===== config.mk =====
export PLATFORM = sky130hd
export DESIGN_NAME = lfu_cache_table_core_flat
export DESIGN_NICKNAME = d
export VERILOG_FILES = /design/src/design/lfu_pkg.sv /design/src/design/lfu_req_if.sv /design/src/design/lfu_rsp_if.sv /design/src/design/lfu_cache_table_core.sv /design/src/design/lfu_ctrl.sv /design/src/design/lfu_dp.sv /design/src/flat_wrapper.sv
export SDC_FILE = /design/constraint.sdc
export NUM_CORES = 2
export LEC_CHECK = 0
export BUFFER_PORTS_ARGS = -buffer_cell sky130_fd_sc_hd__buf_2
export CELL_PAD_IN_SITES_DETAIL_PLACEMENT = 0
export CELL_PAD_IN_SITES_GLOBAL_PLACEMENT = 1
export CORE_UTILIZATION = 55
export DETAILED_ROUTE_END_ITERATION = 10
export GPL_ROUTABILITY_DRIVEN = 0
export PLACE_DENSITY_LB_ADDON = 0.1
export SKIP_LAST_GASP = 1
export SLEW_MARGIN = 20
export SYNTH_ARGS = -nofsm -noshare
export SYNTH_HDL_FRONTEND = slang
export SYNTH_SLANG_ARGS = --single-unit

===== constraint.sdc =====
create_clock -name clk -period 7.4 [get_ports clk]
set_clock_uncertainty 0.1 [all_clocks]
set_input_delay 1.48 -clock clk [delete_from_list [all_inputs] [get_ports clk]]
set_output_delay 1.48 -clock clk [all_outputs]
set_load 0.01 [all_outputs]

===== src/design/lfu_pkg.sv =====
// shared types and constants for the lfu cache table
package lfu_pkg;

  localparam int unsigned ENTRIES_DEF    = 16;
  localparam int unsigned KEY_BITS_DEF   = 32;
  localparam int unsigned VALUE_BITS_DEF = 32;
  localparam int unsigned COUNT_BITS_DEF = 16;

  localparam int unsigned CAP_BITS = 5;
  localparam logic [CAP_BITS-1:0] CAP_RESET = 5'd16;

  typedef enum logic {
    OP_GET = 1'b0,
    OP_PUT = 1'b1
  } lfu_op_t;

  typedef enum logic [2:0] {
    ST_IDLE,
    ST_SCAN,
    ST_DECIDE,
    ST_RANK,
    ST_COMMIT,
    ST_RESULT
  } lfu_state_t;

  typedef struct packed {
    logic capture;
    logic scan_key;
    logic decide;
    logic scan_rank;
    logic commit;
    logic load_out;
  } lfu_cmd_t;

  typedef struct packed {
    logic pass_done;
    logic out_free;
  } lfu_sts_t;

endpackage


===== src/design/lfu_req_if.sv =====
// request channel of the lfu cache table
interface lfu_req_if #(
  parameter int unsigned KEY_BITS   = lfu_pkg::KEY_BITS_DEF,
  parameter int unsigned VALUE_BITS = lfu_pkg::VALUE_BITS_DEF
);
  logic                  valid;
  logic                  ready;
  logic                  opcode;
  logic [KEY_BITS-1:0]   key;
  logic [VALUE_BITS-1:0] value;

  modport source (output valid, opcode, key, value, input ready);
  modport sink   (input valid, opcode, key, value, output ready);
endinterface


===== src/design/lfu_rsp_if.sv =====
// result channel of the lfu cache table
interface lfu_rsp_if #(
  parameter int unsigned KEY_BITS   = lfu_pkg::KEY_BITS_DEF,
  parameter int unsigned VALUE_BITS = lfu_pkg::VALUE_BITS_DEF
);
  logic                  valid;
  logic                  ready;
  logic                  hit;
  logic [VALUE_BITS-1:0] read_value;
  logic                  evicted;
  logic [KEY_BITS-1:0]   evicted_key;

  modport source (output valid, hit, read_value, evicted, evicted_key, input ready);
  modport sink   (input valid, hit, read_value, evicted, evicted_key, output ready);
endinterface


===== src/design/lfu_cache_table_core.sv =====
// top level of the lfu cache table: one request in, one result out per request
// sequence: request capture, key/victim scan pass over the entry memories, replacement decision,
// recency rank update pass, commit, then the result register load once that register is free
// a new request is taken only in idle, after the last result is loaded; it is taken while a result waits
// reset: synchronous active-low rst_n empties the table and sets capacity to 16; no clearing pass
module lfu_cache_table_core #(
  parameter int unsigned ENTRIES    = lfu_pkg::ENTRIES_DEF,
  parameter int unsigned KEY_BITS   = lfu_pkg::KEY_BITS_DEF,
  parameter int unsigned VALUE_BITS = lfu_pkg::VALUE_BITS_DEF,
  parameter int unsigned COUNT_BITS = lfu_pkg::COUNT_BITS_DEF
) (
  input  logic                         clk,
  input  logic                         rst_n,
  input  logic                         cfg_we,
  input  logic [lfu_pkg::CAP_BITS-1:0] cfg_wdata,
  lfu_req_if.sink                      in_req,
  lfu_rsp_if.source                    out_rsp
);
  import lfu_pkg::*;

  lfu_cmd_t cmd;
  lfu_sts_t sts;

  lfu_ctrl u_ctrl (
    .clk       (clk),
    .rst_n     (rst_n),
    .req_valid (in_req.valid),
    .req_ready (in_req.ready),
    .sts       (sts),
    .cmd       (cmd)
  );

  lfu_dp #(
    .ENTRIES    (ENTRIES),
    .KEY_BITS   (KEY_BITS),
    .VALUE_BITS (VALUE_BITS),
    .COUNT_BITS (COUNT_BITS)
  ) u_dp (
    .clk             (clk),
    .rst_n           (rst_n),
    .cfg_we          (cfg_we),
    .cfg_wdata       (cfg_wdata),
    .cmd             (cmd),
    .sts             (sts),
    .req_opcode      (in_req.opcode),
    .req_key         (in_req.key),
    .req_value       (in_req.value),
    .out_ready       (out_rsp.ready),
    .out_valid       (out_rsp.valid),
    .out_hit         (out_rsp.hit),
    .out_read_value  (out_rsp.read_value),
    .out_evicted     (out_rsp.evicted),
    .out_evicted_key (out_rsp.evicted_key)
  );

endmodule


===== src/design/lfu_ctrl.sv =====
// controller state machine sequencing the scan, rank and commit phases
module lfu_ctrl (
  input  logic              clk,
  input  logic              rst_n,
  input  logic              req_valid,
  output logic              req_ready,
  input  lfu_pkg::lfu_sts_t sts,
  output lfu_pkg::lfu_cmd_t cmd
);
  import lfu_pkg::*;

  lfu_state_t state_r;
  lfu_state_t state_nxt;

  always_ff @(posedge clk) begin
    if (!rst_n) begin
      state_r <= ST_IDLE;
    end else begin
      state_r <= state_nxt;
    end
  end

  always_comb begin
    state_nxt = state_r;
    unique case (state_r)
      ST_IDLE: begin
        if (req_valid) state_nxt = ST_SCAN;
      end
      ST_SCAN: begin
        if (sts.pass_done) state_nxt = ST_DECIDE;
      end
      ST_DECIDE: begin
        state_nxt = ST_RANK;
      end
      ST_RANK: begin
        if (sts.pass_done) state_nxt = ST_COMMIT;
      end
      ST_COMMIT: begin
        state_nxt = ST_RESULT;
      end
      ST_RESULT: begin
        if (sts.out_free) state_nxt = ST_IDLE;
      end
      default: begin
        state_nxt = ST_IDLE;
      end
    endcase
  end

  always_comb begin
    cmd       = '0;
    req_ready = 1'b0;
    unique case (state_r)
      ST_IDLE: begin
        req_ready   = 1'b1;
        cmd.capture = req_valid;
      end
      ST_SCAN:   cmd.scan_key  = 1'b1;
      ST_DECIDE: cmd.decide    = 1'b1;
      ST_RANK:   cmd.scan_rank = 1'b1;
      ST_COMMIT: cmd.commit    = 1'b1;
      ST_RESULT: cmd.load_out  = sts.out_free;
      default: begin
        cmd = '0;
      end
    endcase
  end

endmodule


===== src/design/lfu_dp.sv =====
// datapath: entry memories, scan compare, victim search, rank update and result register
module lfu_dp #(
  parameter int unsigned ENTRIES    = lfu_pkg::ENTRIES_DEF,
  parameter int unsigned KEY_BITS   = lfu_pkg::KEY_BITS_DEF,
  parameter int unsigned VALUE_BITS = lfu_pkg::VALUE_BITS_DEF,
  parameter int unsigned COUNT_BITS = lfu_pkg::COUNT_BITS_DEF
) (
  input  logic                         clk,
  input  logic                         rst_n,
  input  logic                         cfg_we,
  input  logic [lfu_pkg::CAP_BITS-1:0] cfg_wdata,
  input  lfu_pkg::lfu_cmd_t            cmd,
  output lfu_pkg::lfu_sts_t            sts,
  input  logic                         req_opcode,
  input  logic [KEY_BITS-1:0]          req_key,
  input  logic [VALUE_BITS-1:0]        req_value,
  input  logic                         out_ready,
  output logic                         out_valid,
  output logic                         out_hit,
  output logic [VALUE_BITS-1:0]        out_read_value,
  output logic                         out_evicted,
  output logic [KEY_BITS-1:0]          out_evicted_key
);
  import lfu_pkg::*;

  localparam int unsigned IDX_W = (ENTRIES > 1) ? $clog2(ENTRIES) : 1;
  localparam int unsigned CNT_W = $clog2(ENTRIES + 1);
  localparam int unsigned CW    = (CNT_W > CAP_BITS) ? CNT_W : CAP_BITS;
  localparam logic [CNT_W-1:0]      ENT_CNT = CNT_W'(ENTRIES);
  localparam logic [COUNT_BITS-1:0] CNT_MAX = '1;
  localparam logic [COUNT_BITS-1:0] CNT_ONE = COUNT_BITS'(1);

  // entry storage
  logic [KEY_BITS-1:0]   key_mem  [ENTRIES];
  logic [VALUE_BITS-1:0] val_mem  [ENTRIES];
  logic [COUNT_BITS-1:0] cnt_mem  [ENTRIES];
  logic [IDX_W-1:0]      rank_mem [ENTRIES];
  logic [ENTRIES-1:0]    valid_r;
  logic [CNT_W-1:0]      occ_r;
  logic [CAP_BITS-1:0]   cap_r;

  // captured request
  lfu_op_t               op_r;
  logic [KEY_BITS-1:0]   key_r;
  logic [VALUE_BITS-1:0] wval_r;

  // scan pipeline
  logic [CNT_W-1:0]      rd_cnt_r;
  logic                  pv_r;
  logic [IDX_W-1:0]      idx_q_r;
  logic                  vld_q_r;
  logic [KEY_BITS-1:0]   key_q_r;
  logic [COUNT_BITS-1:0] cnt_q_r;
  logic [IDX_W-1:0]      rank_q_r;
  logic [VALUE_BITS-1:0] rdval_q_r;

  // scan results
  logic                  found_r;
  logic [IDX_W-1:0]      found_idx_r;
  logic [COUNT_BITS-1:0] found_cnt_r;
  logic [IDX_W-1:0]      found_rank_r;
  logic                  vic_r;
  logic [IDX_W-1:0]      vic_idx_r;
  logic [COUNT_BITS-1:0] vic_cnt_r;
  logic [IDX_W-1:0]      vic_rank_r;
  logic [KEY_BITS-1:0]   vic_key_r;
  logic                  free_r;
  logic [IDX_W-1:0]      free_idx_r;

  // plan
  logic                  pl_hit_r;
  logic                  pl_evict_r;
  logic                  pl_insert_r;
  logic [IDX_W-1:0]      pl_target_r;
  logic [IDX_W-1:0]      pl_piv_r;

  // result register
  logic                  out_valid_r;
  logic                  out_hit_r;
  logic [VALUE_BITS-1:0] out_read_value_r;
  logic                  out_evicted_r;
  logic [KEY_BITS-1:0]   out_evicted_key_r;

  logic                  scanning;
  logic                  issue;
  logic [IDX_W-1:0]      rd_idx;
  logic                  cand_better;
  logic [CW-1:0]         cap_eff;
  logic [CW-1:0]         occ_w;
  logic [CW-1:0]         occ_after;
  logic                  d_hit;
  logic                  d_mput;
  logic                  d_evict;
  logic                  d_insert;
  logic [IDX_W-1:0]      d_slot;
  logic                  rp_we;
  logic                  r_inc;
  logic                  r_dec;
  logic [IDX_W-1:0]      rank_new;
  logic [COUNT_BITS-1:0] cnt_commit;

  assign scanning = cmd.scan_key || cmd.scan_rank;
  assign issue    = scanning && (rd_cnt_r < ENT_CNT);
  assign rd_idx   = rd_cnt_r[IDX_W-1:0];

  assign sts.pass_done = (rd_cnt_r == ENT_CNT) && !pv_r;
  assign sts.out_free  = !out_valid_r || out_ready;

  always_ff @(posedge clk) begin
    if (!rst_n) begin
      cap_r <= CAP_RESET;
    end else if (cfg_we) begin
      cap_r <= cfg_wdata;
    end
  end

  always_ff @(posedge clk) begin
    if (cmd.capture) begin
      op_r   <= lfu_op_t'(req_opcode);
      key_r  <= req_key;
      wval_r <= req_value;
    end
  end

  always_ff @(posedge clk) begin
    if (!rst_n) begin
      rd_cnt_r <= '0;
      pv_r     <= 1'b0;
    end else if (cmd.capture || cmd.decide) begin
      rd_cnt_r <= '0;
      pv_r     <= 1'b0;
    end else if (scanning) begin
      if (issue) rd_cnt_r <= rd_cnt_r + CNT_W'(1);
      pv_r <= issue;
    end
  end

  always_ff @(posedge clk) begin
    if (issue) begin
      idx_q_r  <= rd_idx;
      vld_q_r  <= valid_r[rd_idx];
      key_q_r  <= key_mem[rd_idx];
      cnt_q_r  <= cnt_mem[rd_idx];
      rank_q_r <= rank_mem[rd_idx];
    end
    rdval_q_r <= val_mem[found_idx_r];
  end

  assign cand_better = !vic_r || (cnt_q_r < vic_cnt_r) ||
                       ((cnt_q_r == vic_cnt_r) && (rank_q_r > vic_rank_r));

  always_ff @(posedge clk) begin
    if (!rst_n) begin
      found_r <= 1'b0;
      vic_r   <= 1'b0;
      free_r  <= 1'b0;
    end else if (cmd.capture) begin
      found_r <= 1'b0;
      vic_r   <= 1'b0;
      free_r  <= 1'b0;
    end else if (cmd.scan_key && pv_r) begin
      if (vld_q_r && (key_q_r == key_r) && !found_r) begin
        found_r      <= 1'b1;
        found_idx_r  <= idx_q_r;
        found_cnt_r  <= cnt_q_r;
        found_rank_r <= rank_q_r;
      end
      if (vld_q_r && cand_better) begin
        vic_r      <= 1'b1;
        vic_idx_r  <= idx_q_r;
        vic_cnt_r  <= cnt_q_r;
        vic_rank_r <= rank_q_r;
        vic_key_r  <= key_q_r;
      end
      if (!vld_q_r && !free_r) begin
        free_r     <= 1'b1;
        free_idx_r <= idx_q_r;
      end
    end
  end

  // replacement decision
  assign cap_eff   = (CW'(cap_r) > CW'(ENTRIES)) ? CW'(ENTRIES) : CW'(cap_r);
  assign occ_w     = CW'(occ_r);
  assign d_hit     = (cap_eff != '0) && found_r;
  assign d_mput    = (cap_eff != '0) && !found_r && (op_r == OP_PUT);
  assign d_evict   = d_mput && (occ_w >= cap_eff) && vic_r;
  assign occ_after = occ_w - CW'(d_evict);
  assign d_insert  = d_mput && (occ_after < cap_eff) && (free_r || d_evict);
  assign d_slot    = (d_evict && (!free_r || (vic_idx_r < free_idx_r))) ? vic_idx_r
                                                                         : free_idx_r;

  always_ff @(posedge clk) begin
    if (!rst_n) begin
      pl_hit_r    <= 1'b0;
      pl_evict_r  <= 1'b0;
      pl_insert_r <= 1'b0;
      pl_target_r <= '0;
      pl_piv_r    <= '0;
    end else if (cmd.decide) begin
      pl_hit_r    <= d_hit;
      pl_evict_r  <= d_evict;
      pl_insert_r <= d_insert;
      pl_target_r <= d_hit ? found_idx_r : d_slot;
      pl_piv_r    <= d_hit ? found_rank_r : vic_rank_r;
    end
  end

  always_ff @(posedge clk) begin
    if (!rst_n) begin
      valid_r <= '0;
      occ_r   <= '0;
    end else if (cmd.decide && d_evict) begin
      valid_r[vic_idx_r] <= 1'b0;
      occ_r              <= occ_r - CNT_W'(1);
    end else if (cmd.commit && pl_insert_r) begin
      valid_r[pl_target_r] <= 1'b1;
      occ_r                <= occ_r + CNT_W'(1);
    end
  end

  // rank pass: age newer entries on a touch, close the gap of a victim, age all on insert
  assign rp_we    = cmd.scan_rank && pv_r && vld_q_r;
  assign r_inc    = (pl_hit_r && (rank_q_r < pl_piv_r)) || pl_insert_r;
  assign r_dec    = pl_evict_r && (rank_q_r > pl_piv_r);
  assign rank_new = rank_q_r + IDX_W'(r_inc) - IDX_W'(r_dec);

  always_ff @(posedge clk) begin
    if (cmd.commit && (pl_hit_r || pl_insert_r)) begin
      rank_mem[pl_target_r] <= '0;
    end else if (rp_we) begin
      rank_mem[idx_q_r] <= rank_new;
    end
  end

  assign cnt_commit = pl_insert_r ? CNT_ONE :
                      (found_cnt_r == CNT_MAX) ? found_cnt_r : found_cnt_r + CNT_ONE;

  always_ff @(posedge clk) begin
    if (cmd.commit && (pl_hit_r || pl_insert_r)) begin
      cnt_mem[pl_target_r] <= cnt_commit;
    end
    if (cmd.commit && pl_insert_r) begin
      key_mem[pl_target_r] <= key_r;
    end
    if (cmd.commit && (pl_insert_r || (pl_hit_r && (op_r == OP_PUT)))) begin
      val_mem[pl_target_r] <= wval_r;
    end
  end

  always_ff @(posedge clk) begin
    if (!rst_n) begin
      out_valid_r <= 1'b0;
    end else if (cmd.load_out) begin
      out_valid_r <= 1'b1;
    end else if (out_ready) begin
      out_valid_r <= 1'b0;
    end
  end

  always_ff @(posedge clk) begin
    if (cmd.load_out) begin
      out_hit_r         <= pl_hit_r;
      out_read_value_r  <= (pl_hit_r && (op_r == OP_GET)) ? rdval_q_r : '0;
      out_evicted_r     <= pl_evict_r;
      out_evicted_key_r <= pl_evict_r ? vic_key_r : '0;
    end
  end

  assign out_valid       = out_valid_r;
  assign out_hit         = out_hit_r;
  assign out_read_value  = out_read_value_r;
  assign out_evicted     = out_evicted_r;
  assign out_evicted_key = out_evicted_key_r;

  a_occ_matches_valid: assert property (@(posedge clk) disable iff (!rst_n)
    $countones(valid_r) == int'(occ_r))
    else $error("occupancy count differs from number of valid entries");

  a_evict_not_hit: assert property (@(posedge clk) disable iff (!rst_n)
    pl_evict_r |-> !pl_hit_r)
    else $error("eviction planned on a hit");

  a_insert_free_slot: assert property (@(posedge clk) disable iff (!rst_n)
    (cmd.commit && pl_insert_r) |-> !valid_r[pl_target_r])
    else $error("insert into an occupied entry");

  a_load_when_free: assert property (@(posedge clk) disable iff (!rst_n)
    cmd.load_out |-> (!out_valid_r || out_ready))
    else $error("result register overwritten before it was taken");

endmodule

===== src/flat_wrapper.sv =====
// flat-port wrapper written by rule: the top's interface ports become plain ports
module lfu_cache_table_core_flat import lfu_pkg::*;
#(
  parameter int unsigned ENTRIES    = lfu_pkg::ENTRIES_DEF,
  parameter int unsigned KEY_BITS   = lfu_pkg::KEY_BITS_DEF,
  parameter int unsigned VALUE_BITS = lfu_pkg::VALUE_BITS_DEF,
  parameter int unsigned COUNT_BITS = lfu_pkg::COUNT_BITS_DEF
)
  (clk, rst_n, cfg_we, cfg_wdata, in_req_valid, in_req_opcode, in_req_key, in_req_value, in_req_ready, out_rsp_valid, out_rsp_hit, out_rsp_read_value, out_rsp_evicted, out_rsp_evicted_key, out_rsp_ready);
  lfu_req_if #(.KEY_BITS(KEY_BITS), .VALUE_BITS(VALUE_BITS)) in_req_i ();
  lfu_rsp_if #(.KEY_BITS(KEY_BITS), .VALUE_BITS(VALUE_BITS)) out_rsp_i ();
  input  logic clk;
  input  logic rst_n;
  input  logic cfg_we;
  input  logic [lfu_pkg::CAP_BITS-1:0] cfg_wdata;
  input wire logic [$bits(in_req_i.valid)-1:0] in_req_valid;
  input wire logic [$bits(in_req_i.opcode)-1:0] in_req_opcode;
  input wire logic [$bits(in_req_i.key)-1:0] in_req_key;
  input wire logic [$bits(in_req_i.value)-1:0] in_req_value;
  output wire logic [$bits(in_req_i.ready)-1:0] in_req_ready;
  output wire logic [$bits(out_rsp_i.valid)-1:0] out_rsp_valid;
  output wire logic [$bits(out_rsp_i.hit)-1:0] out_rsp_hit;
  output wire logic [$bits(out_rsp_i.read_value)-1:0] out_rsp_read_value;
  output wire logic [$bits(out_rsp_i.evicted)-1:0] out_rsp_evicted;
  output wire logic [$bits(out_rsp_i.evicted_key)-1:0] out_rsp_evicted_key;
  input wire logic [$bits(out_rsp_i.ready)-1:0] out_rsp_ready;
  assign in_req_i.valid = in_req_valid;
  assign in_req_i.opcode = in_req_opcode;
  assign in_req_i.key = in_req_key;
  assign in_req_i.value = in_req_value;
  assign in_req_ready = in_req_i.ready;
  assign out_rsp_valid = out_rsp_i.valid;
  assign out_rsp_hit = out_rsp_i.hit;
  assign out_rsp_read_value = out_rsp_i.read_value;
  assign out_rsp_evicted = out_rsp_i.evicted;
  assign out_rsp_evicted_key = out_rsp_i.evicted_key;
  assign out_rsp_i.ready = out_rsp_ready;
  lfu_cache_table_core #(.ENTRIES(ENTRIES), .KEY_BITS(KEY_BITS), .VALUE_BITS(VALUE_BITS), .COUNT_BITS(COUNT_BITS)) u_core (.clk(clk), .rst_n(rst_n), .cfg_we(cfg_we), .cfg_wdata(cfg_wdata), .in_req(in_req_i), .out_rsp(out_rsp_i));
endmodule

; Word-level counts from Yosys, hierarchy flattened
; Memory sizes are Yosys's and may differ from the RTL's. A register that Yosys moved wholly into a read port is not among the register bits.
; Cells that the tools add are included.
[totals]
memories = 4
out_inout_bits = 68
reg_bits = 270
ram_bits = 1344
inputBits = 75
[memory_table]
columns = memory, depth, word_bits, rd, rd_clocked_by_memory_dff, write_ports, line
row1 = u_core.u_dp.key_mem, 16, 32, 1, 1, 1, lfu_dp.sv:34  ; logic [KEY_BITS-1:0] key_mem [ENTRIES];
row2 = u_core.u_dp.val_mem, 16, 32, 1, 1, 1, lfu_dp.sv:35  ; logic [VALUE_BITS-1:0] val_mem [ENTRIES];
row3 = u_core.u_dp.cnt_mem, 16, 16, 1, 1, 1, lfu_dp.sv:36  ; logic [COUNT_BITS-1:0] cnt_mem [ENTRIES];
row4 = u_core.u_dp.rank_mem, 16, 4, 1, 1, 1, lfu_dp.sv:37  ; logic [IDX_W-1:0] rank_mem [ENTRIES];
[op_classes]
eq_ne = 13
reduce_logical = 59
bitwise = 6
n_lt_le_gt_ge = 14
add_sub_neg = 7
muxes = 42
[op_table]
columns = operator, n
row1 = two-way mux 16 bit, 4
row2 = equality test 32 bit, 1
row3 = logical AND 1 bit, 28
row4 = two-way mux 1 bit, 22
row5 = two-way mux 4 bit, 5
row6 = case mux 3 bit (6 select lines), 1
row7 = adder 16 x 1 -> 16 bit (second input constant), 1
row8 = AND 16 bit, 1
row9 = equality test 16 bit, 1
row10 = equality test 16 bit (second input constant), 1
row11 = < comparator 16 bit, 1
row12 = NOT 16 bit, 1
row13 = bitwise OR 16 bit, 1
row14 = AND reduction 4 bit, 4
row15 = < comparator 4 x 5 -> 1 bit (second input constant), 3
row16 = two-way mux 5 bit, 3
row17 = two-way mux 3 bit, 4
row18 = adder 5 x 1 -> 5 bit (second input constant), 2
row19 = logical OR 1 bit, 10
row20 = demux 1 bit (select 4 bit), 2
row21 = greater-or-equal comparator 4 x 1 -> 1 bit (second input constant), 2
row22 = > comparator 4 bit, 2
row23 = < comparator 4 bit, 2
row24 = AND reduction 2 bit, 4
row25 = 22 further kinds, 35

; Logic depth before layout (Yosys ltp)
[depth]
depth_word = 11
depth_mapped = 15
depth_no_buf = 15

; By module
; Synthesis repeated with hierarchy kept, for this count alone.
[hier_totals]
hier_cells = 2880
hier_area_um2 = 64643.2
[modules_own_cells]
columns = module, instances, area_per_inst_um2, seq_area_each_um2, cells_per_inst
row1 = lfu_dp, 1, 64426.8, 50108.1, 2855
row2 = lfu_ctrl, 1, 216.5, 60.1, 25

; Worst setup path after synthesis
; OpenSTA, ideal clock, no wires.
[synth_path]
path_kind = input-to-reg
start = in out_rsp_ready
end = reg u_core.u_dp.out_evicted_r, in the netlist u_core.u_dp.out_evicted, enable pin
arrival_ns = 4.550
setup_slack_ns = 2.252
cell_stages = 2
path_cell_list = nand2b_1 nor2b_1
[synth_lines]
columns = item, line
row1 = start: declaration, flat_wrapper.sv:26  ; input wire logic [$bits(out_rsp_i.ready)-1:0] out_rsp_ready;
row2 = end signal: assignment, lfu_dp.sv:265  ; out_evicted_r <= pl_evict_r;
row3 = end: declaration, lfu_dp.sv:81  ; logic out_evicted_r;

; Worst setup path in the final report
[layout_path]
start = reg u_core.u_dp.key_r[18]
end = reg u_core.u_dp.found_cnt_r[7], enable pin
[layout_via]
elab_chain_cells = 4
[layout_rtl]
columns = item, line
row1 = start: declaration, lfu_dp.sv:44  ; logic [KEY_BITS-1:0] key_r;
row2 = start signal: assignment, lfu_dp.sv:120  ; key_r <= req_key;
row3 = equality test 32 bit, lfu_dp.sv:162  ; if (vld_q_r && (key_q_r == key_r) && !found_r) begin
row4 = logical AND 1 bit (2 in series), lfu_dp.sv:162
row5 = AND reduction 4 bit (no line), --
row6 = end signal: assignment, lfu_dp.sv:165  ; found_cnt_r <= cnt_q_r;
row7 = end: declaration, lfu_dp.sv:60  ; logic [COUNT_BITS-1:0] found_cnt_r;
; No other way between the ends.
; A chain may end at the register's enable or synchronous reset.

==> run_results.csv <==
group,metric,value,unit
status,status,"complete, but fails checks",
status,violations,"max-slew violations",
timing,period_minus_slack,3.81,ns
route,routed_wl,143,mm
final_layout,drive_gt1_share,29.0,%
die,die_w,344,um
timing,setup_viol,0,
cts,holdBufCountCts,0,
logic_synthesis,syn_inst,2877,
place,port_buffers,142,
final_layout,final_cell_area,72700,um^2
worst_setup_path,crit_start,"u_core.u_dp.key_r[18]$_DFFE_PP_",
worst_setup_path,cp-end-kind,"flip-flop",
final_layout,num_antenna_cells,0,
cts,cts_tree,"done",
timing,relSlewSlack,-4.80,%
logic_synthesis,synth_top_area_cell,"edfxtp_1",
die,ioPinCount,143,
logic_synthesis,synth.most_common_cell,"edfxtp_1",
final_layout,n_fill_cell,7685,
die,die_h,344,um
logic_synthesis,synth.area.top_cells,"edfxtp_1, mux4_2, dfxtp_1, ha_1, and2_1",
hold_path,hp-class,"flip-flop to flip-flop",
worst_setup_path,r2r_cells,6,
timing,tns,0,ns
die,core-area,115000,um^2
timing,rsz0062_at_grt,"no",
worst_setup_path,regToRegSetupSlack,3.59,ns
pwr,max-vdd-ir-drop,0.000237,V
global_routing,grt_pass1_vias,30589,
cts,clk_pin_slew,0.06,ns
cts,cts_buffer_depth,3,
die,start_util,55.9,%
timing,hold_viol,0,
worst_setup_path,crit_required,7.75,ns
cts,cts_inserted_buffers,170,
timing,fin_crit_sh,51.4,%
logic_synthesis,synthFlopType,"edfxtp_1",
cts,cts.sinks,1698,
worst_setup_path,startpoint_type,"flip-flop",
place,dp_hpwl,71.1,mm
global_routing,grt_overflow_total,0,
route,route.detailed.drc,0,
route,wire_per_inst,30.0,um
global_routing,antenna_found_initial,0,
cts,clock-root-buffer,"clkbuf_16",
worst_setup_path,arrival,4.16,ns
pwr,p_per_area,267,nW/um^2
timing,fmax,0.263,GHz
logic_synthesis,syn_area,64200,um^2
cts,clkLatencyLatePin,0.78,ns
worst_setup_path,worst_path_max_delay_cell,"nor4_4",
logic_synthesis,synth_edf_count,1616,
timing,final-max-slew-violation-count,43,
pwr,p_leak,23.3,nW
logic_synthesis,syn_nets,3002,
place,postPlaceCellArea,67100,um^2
logic_synthesis,synth_common_cells,"edfxtp_1, mux4_2, dfxtp_1, clkbuf_1, and2_1",
route,first_pass_iters,7,
cts,cts_max_level,4,
worst_setup_path,critPathMaxFanout,17,
cts,post_cts_buffers,0,
worst_setup_path,timing.setup.critical_path_class,"flip-flop to flip-flop",
final_layout,areaGrowthSynthToFinish,13.2,%
flow_run,drv_cap,0,
logic_synthesis,syn_area_per_cell,22.3,um^2
worst_setup_path,max_stage_delay,0.77,ns
logic_synthesis,async_reset_ff_share,0,%
logic_synthesis,yosys_warnings,0,
die,rows,124,
route,dr.first_iter.drc_count,3036,
final_layout,nNetsFinal,3257,
worst_setup_path,r2r-start,"u_core.u_dp.key_r[18]$_DFFE_PP_",
timing,final.setup.worst_slack,3.59,ns
timing,worst_pin_slew,1.57,ns
logic_synthesis,yosys.cell_types.count,55,
logic_synthesis,yosysTopAreaCellShare,75.6,%
worst_setup_path,endpoint,"u_core.u_dp.found_cnt_r[7]$_DFFE_PP_",
route,antenna_left,0,
global_routing,grt_util_all_layers,24.9,%
route,via_per_inst,6.22,
logic_synthesis,synth-seq-cells,1698,
cts,ctsResizeCount,0,
die,die_area,118000,um^2
worst_setup_path,reg2reg_to,"u_core.u_dp.found_cnt_r[7]$_DFFE_PP_",
logic_synthesis,ys_seq_area_share,78.1,%
worst_setup_path,crit_chain,"xor2_1 -> nor4_1 -> nand4_1 -> or4_4 -> nor4_4 -> buf_4",
global_routing,grt_pass1_wl,209,mm
route,num_vias,29727,
global_routing,grt_max_degree,162,
place,dp_slack,3.17,ns
metal layers:
layer | share of wire (%) | global-route usage [%]
met4 | 1.8 | 6.60
met3 | 5.4 | 3.42
met1 | 42 | 35.6
met2 | 50 | 41.0
met5 | 0 | 0
stage by stage:
stage	total power, mW	utilization [%]	hold WS, ns	std cells
6_report	19.4	63.2	0.371	4781
2_1_floorplan	11.0	-	0.329	2877
4_1_cts	19.5	63.2	0.371	4780
5_1_grt	19.9	63.2	0.382	4781
3_3_place_gp	11.2	58.4	0.355	4471
3_5_place_dp	11.2	58.4	0.357	4471
power breakdown:
part	total, mW	leakage (nW)	switching, mW	internal [mW]
Combinational	0.324	5.11	0.161	0.163
Clock	8.42	2.67	3.54	4.88
Sequential	10.6	15.5	0.110	10.5
kinds of logic after synthesis:
logic type | Yosys count | synth area share, %
DFF | 1698 | 78.1
muxes | 435 | 15.1
and+or+nand+nor | 345 | 2.83
buffers and inverters | 182 | 1.15
AOI/OAI and AO/OA | 112 | 1.09
xor gates and xnor gates | 55 | 0.750
adders and majority gates | 50 | 0.998
cells in the final DEF (no fill, tap or decap), drive strengths merged, types with 27 or more instances in the layout:
cell type and instances:
nor2 68, mux4 425, inv 60, dfxtp 82
xor2 35, clkinv 62, nor3 49, clkbuf 218
a21oi 27, and2 70, o21ai 32, ha 48
edfxtp 1616, buf 213, nand2 47, nand3 34
worst min path at each step:
stage                                              start                             endpoint  cells past startpoint
detailed placement     u_core.u_dp.key_q_r[14]$_DFFE_PP_  u_core.u_dp.vic_key_r[14]$_DFFE_PP_                      0
global route           u_core.u_dp.key_q_r[27]$_DFFE_PP_  u_core.u_dp.vic_key_r[27]$_DFFE_PP_                      0
floorplan           u_core.u_dp.rd_cnt_r[3]$_SDFFE_PP0P_     u_core.u_dp.idx_q_r[3]$_DFFE_PP_                      0
finish                  u_core.u_dp.key_q_r[0]$_DFFE_PP_   u_core.u_dp.vic_key_r[0]$_DFFE_PP_                      0
global placement       u_core.u_dp.key_q_r[22]$_DFFE_PP_  u_core.u_dp.vic_key_r[22]$_DFFE_PP_                      0
CTS                    u_core.u_dp.key_q_r[23]$_DFFE_PP_  u_core.u_dp.vic_key_r[23]$_DFFE_PP_                      0
area by class of cell:
type	instances	area, um^2	area share [%]
multi-input cells	997	13600	18.7
well taps	1512	1890	2.60
clock buffers	218	4550	6.26
inverters	52	198	0.272
flip-flops and latches	1698	50200	69.1
clock inverters	91	941	1.29
repair buffers	213	1300	1.79
state kept, by name, summed over array words and instances (netlist names), 5 cells and up:
| name | count |
|---|---|
| u_core.u_dp.key_mem | 512 |
| u_core.u_dp.val_mem | 512 |
| u_core.u_dp.cnt_mem | 256 |
| u_core.u_dp.rank_mem | 64 |
| u_core.u_dp.key_q_r | 32 |
| u_core.u_dp.key_r | 32 |
| u_core.u_dp.out_evicted_key | 32 |
| u_core.u_dp.out_read_value | 32 |
| u_core.u_dp.rdval_q_r | 32 |
| u_core.u_dp.vic_key_r | 32 |
| u_core.u_dp.wval_r | 32 |
| u_core.u_dp.cnt_q_r | 16 |
| u_core.u_dp.found_cnt_r | 16 |
| u_core.u_dp.valid_r | 16 |
| u_core.u_dp.vic_cnt_r | 16 |
| u_core.u_dp.cap_r | 5 |
| u_core.u_dp.occ_r | 5 |
| u_core.u_dp.rd_cnt_r | 5 |
critical path, delay by kind of cell, from the launching register on:
| kind | cells | cell delay [ns] |
|---|---|---|
| and+or+nand+nor | 4 | 2.09 |
| DFF | 1 | 0.61 |
| buffers and inverters | 1 | 0.38 |
| xor gates and xnor gates | 1 | 0.30 |
Power figures use the tool's default switching activity.
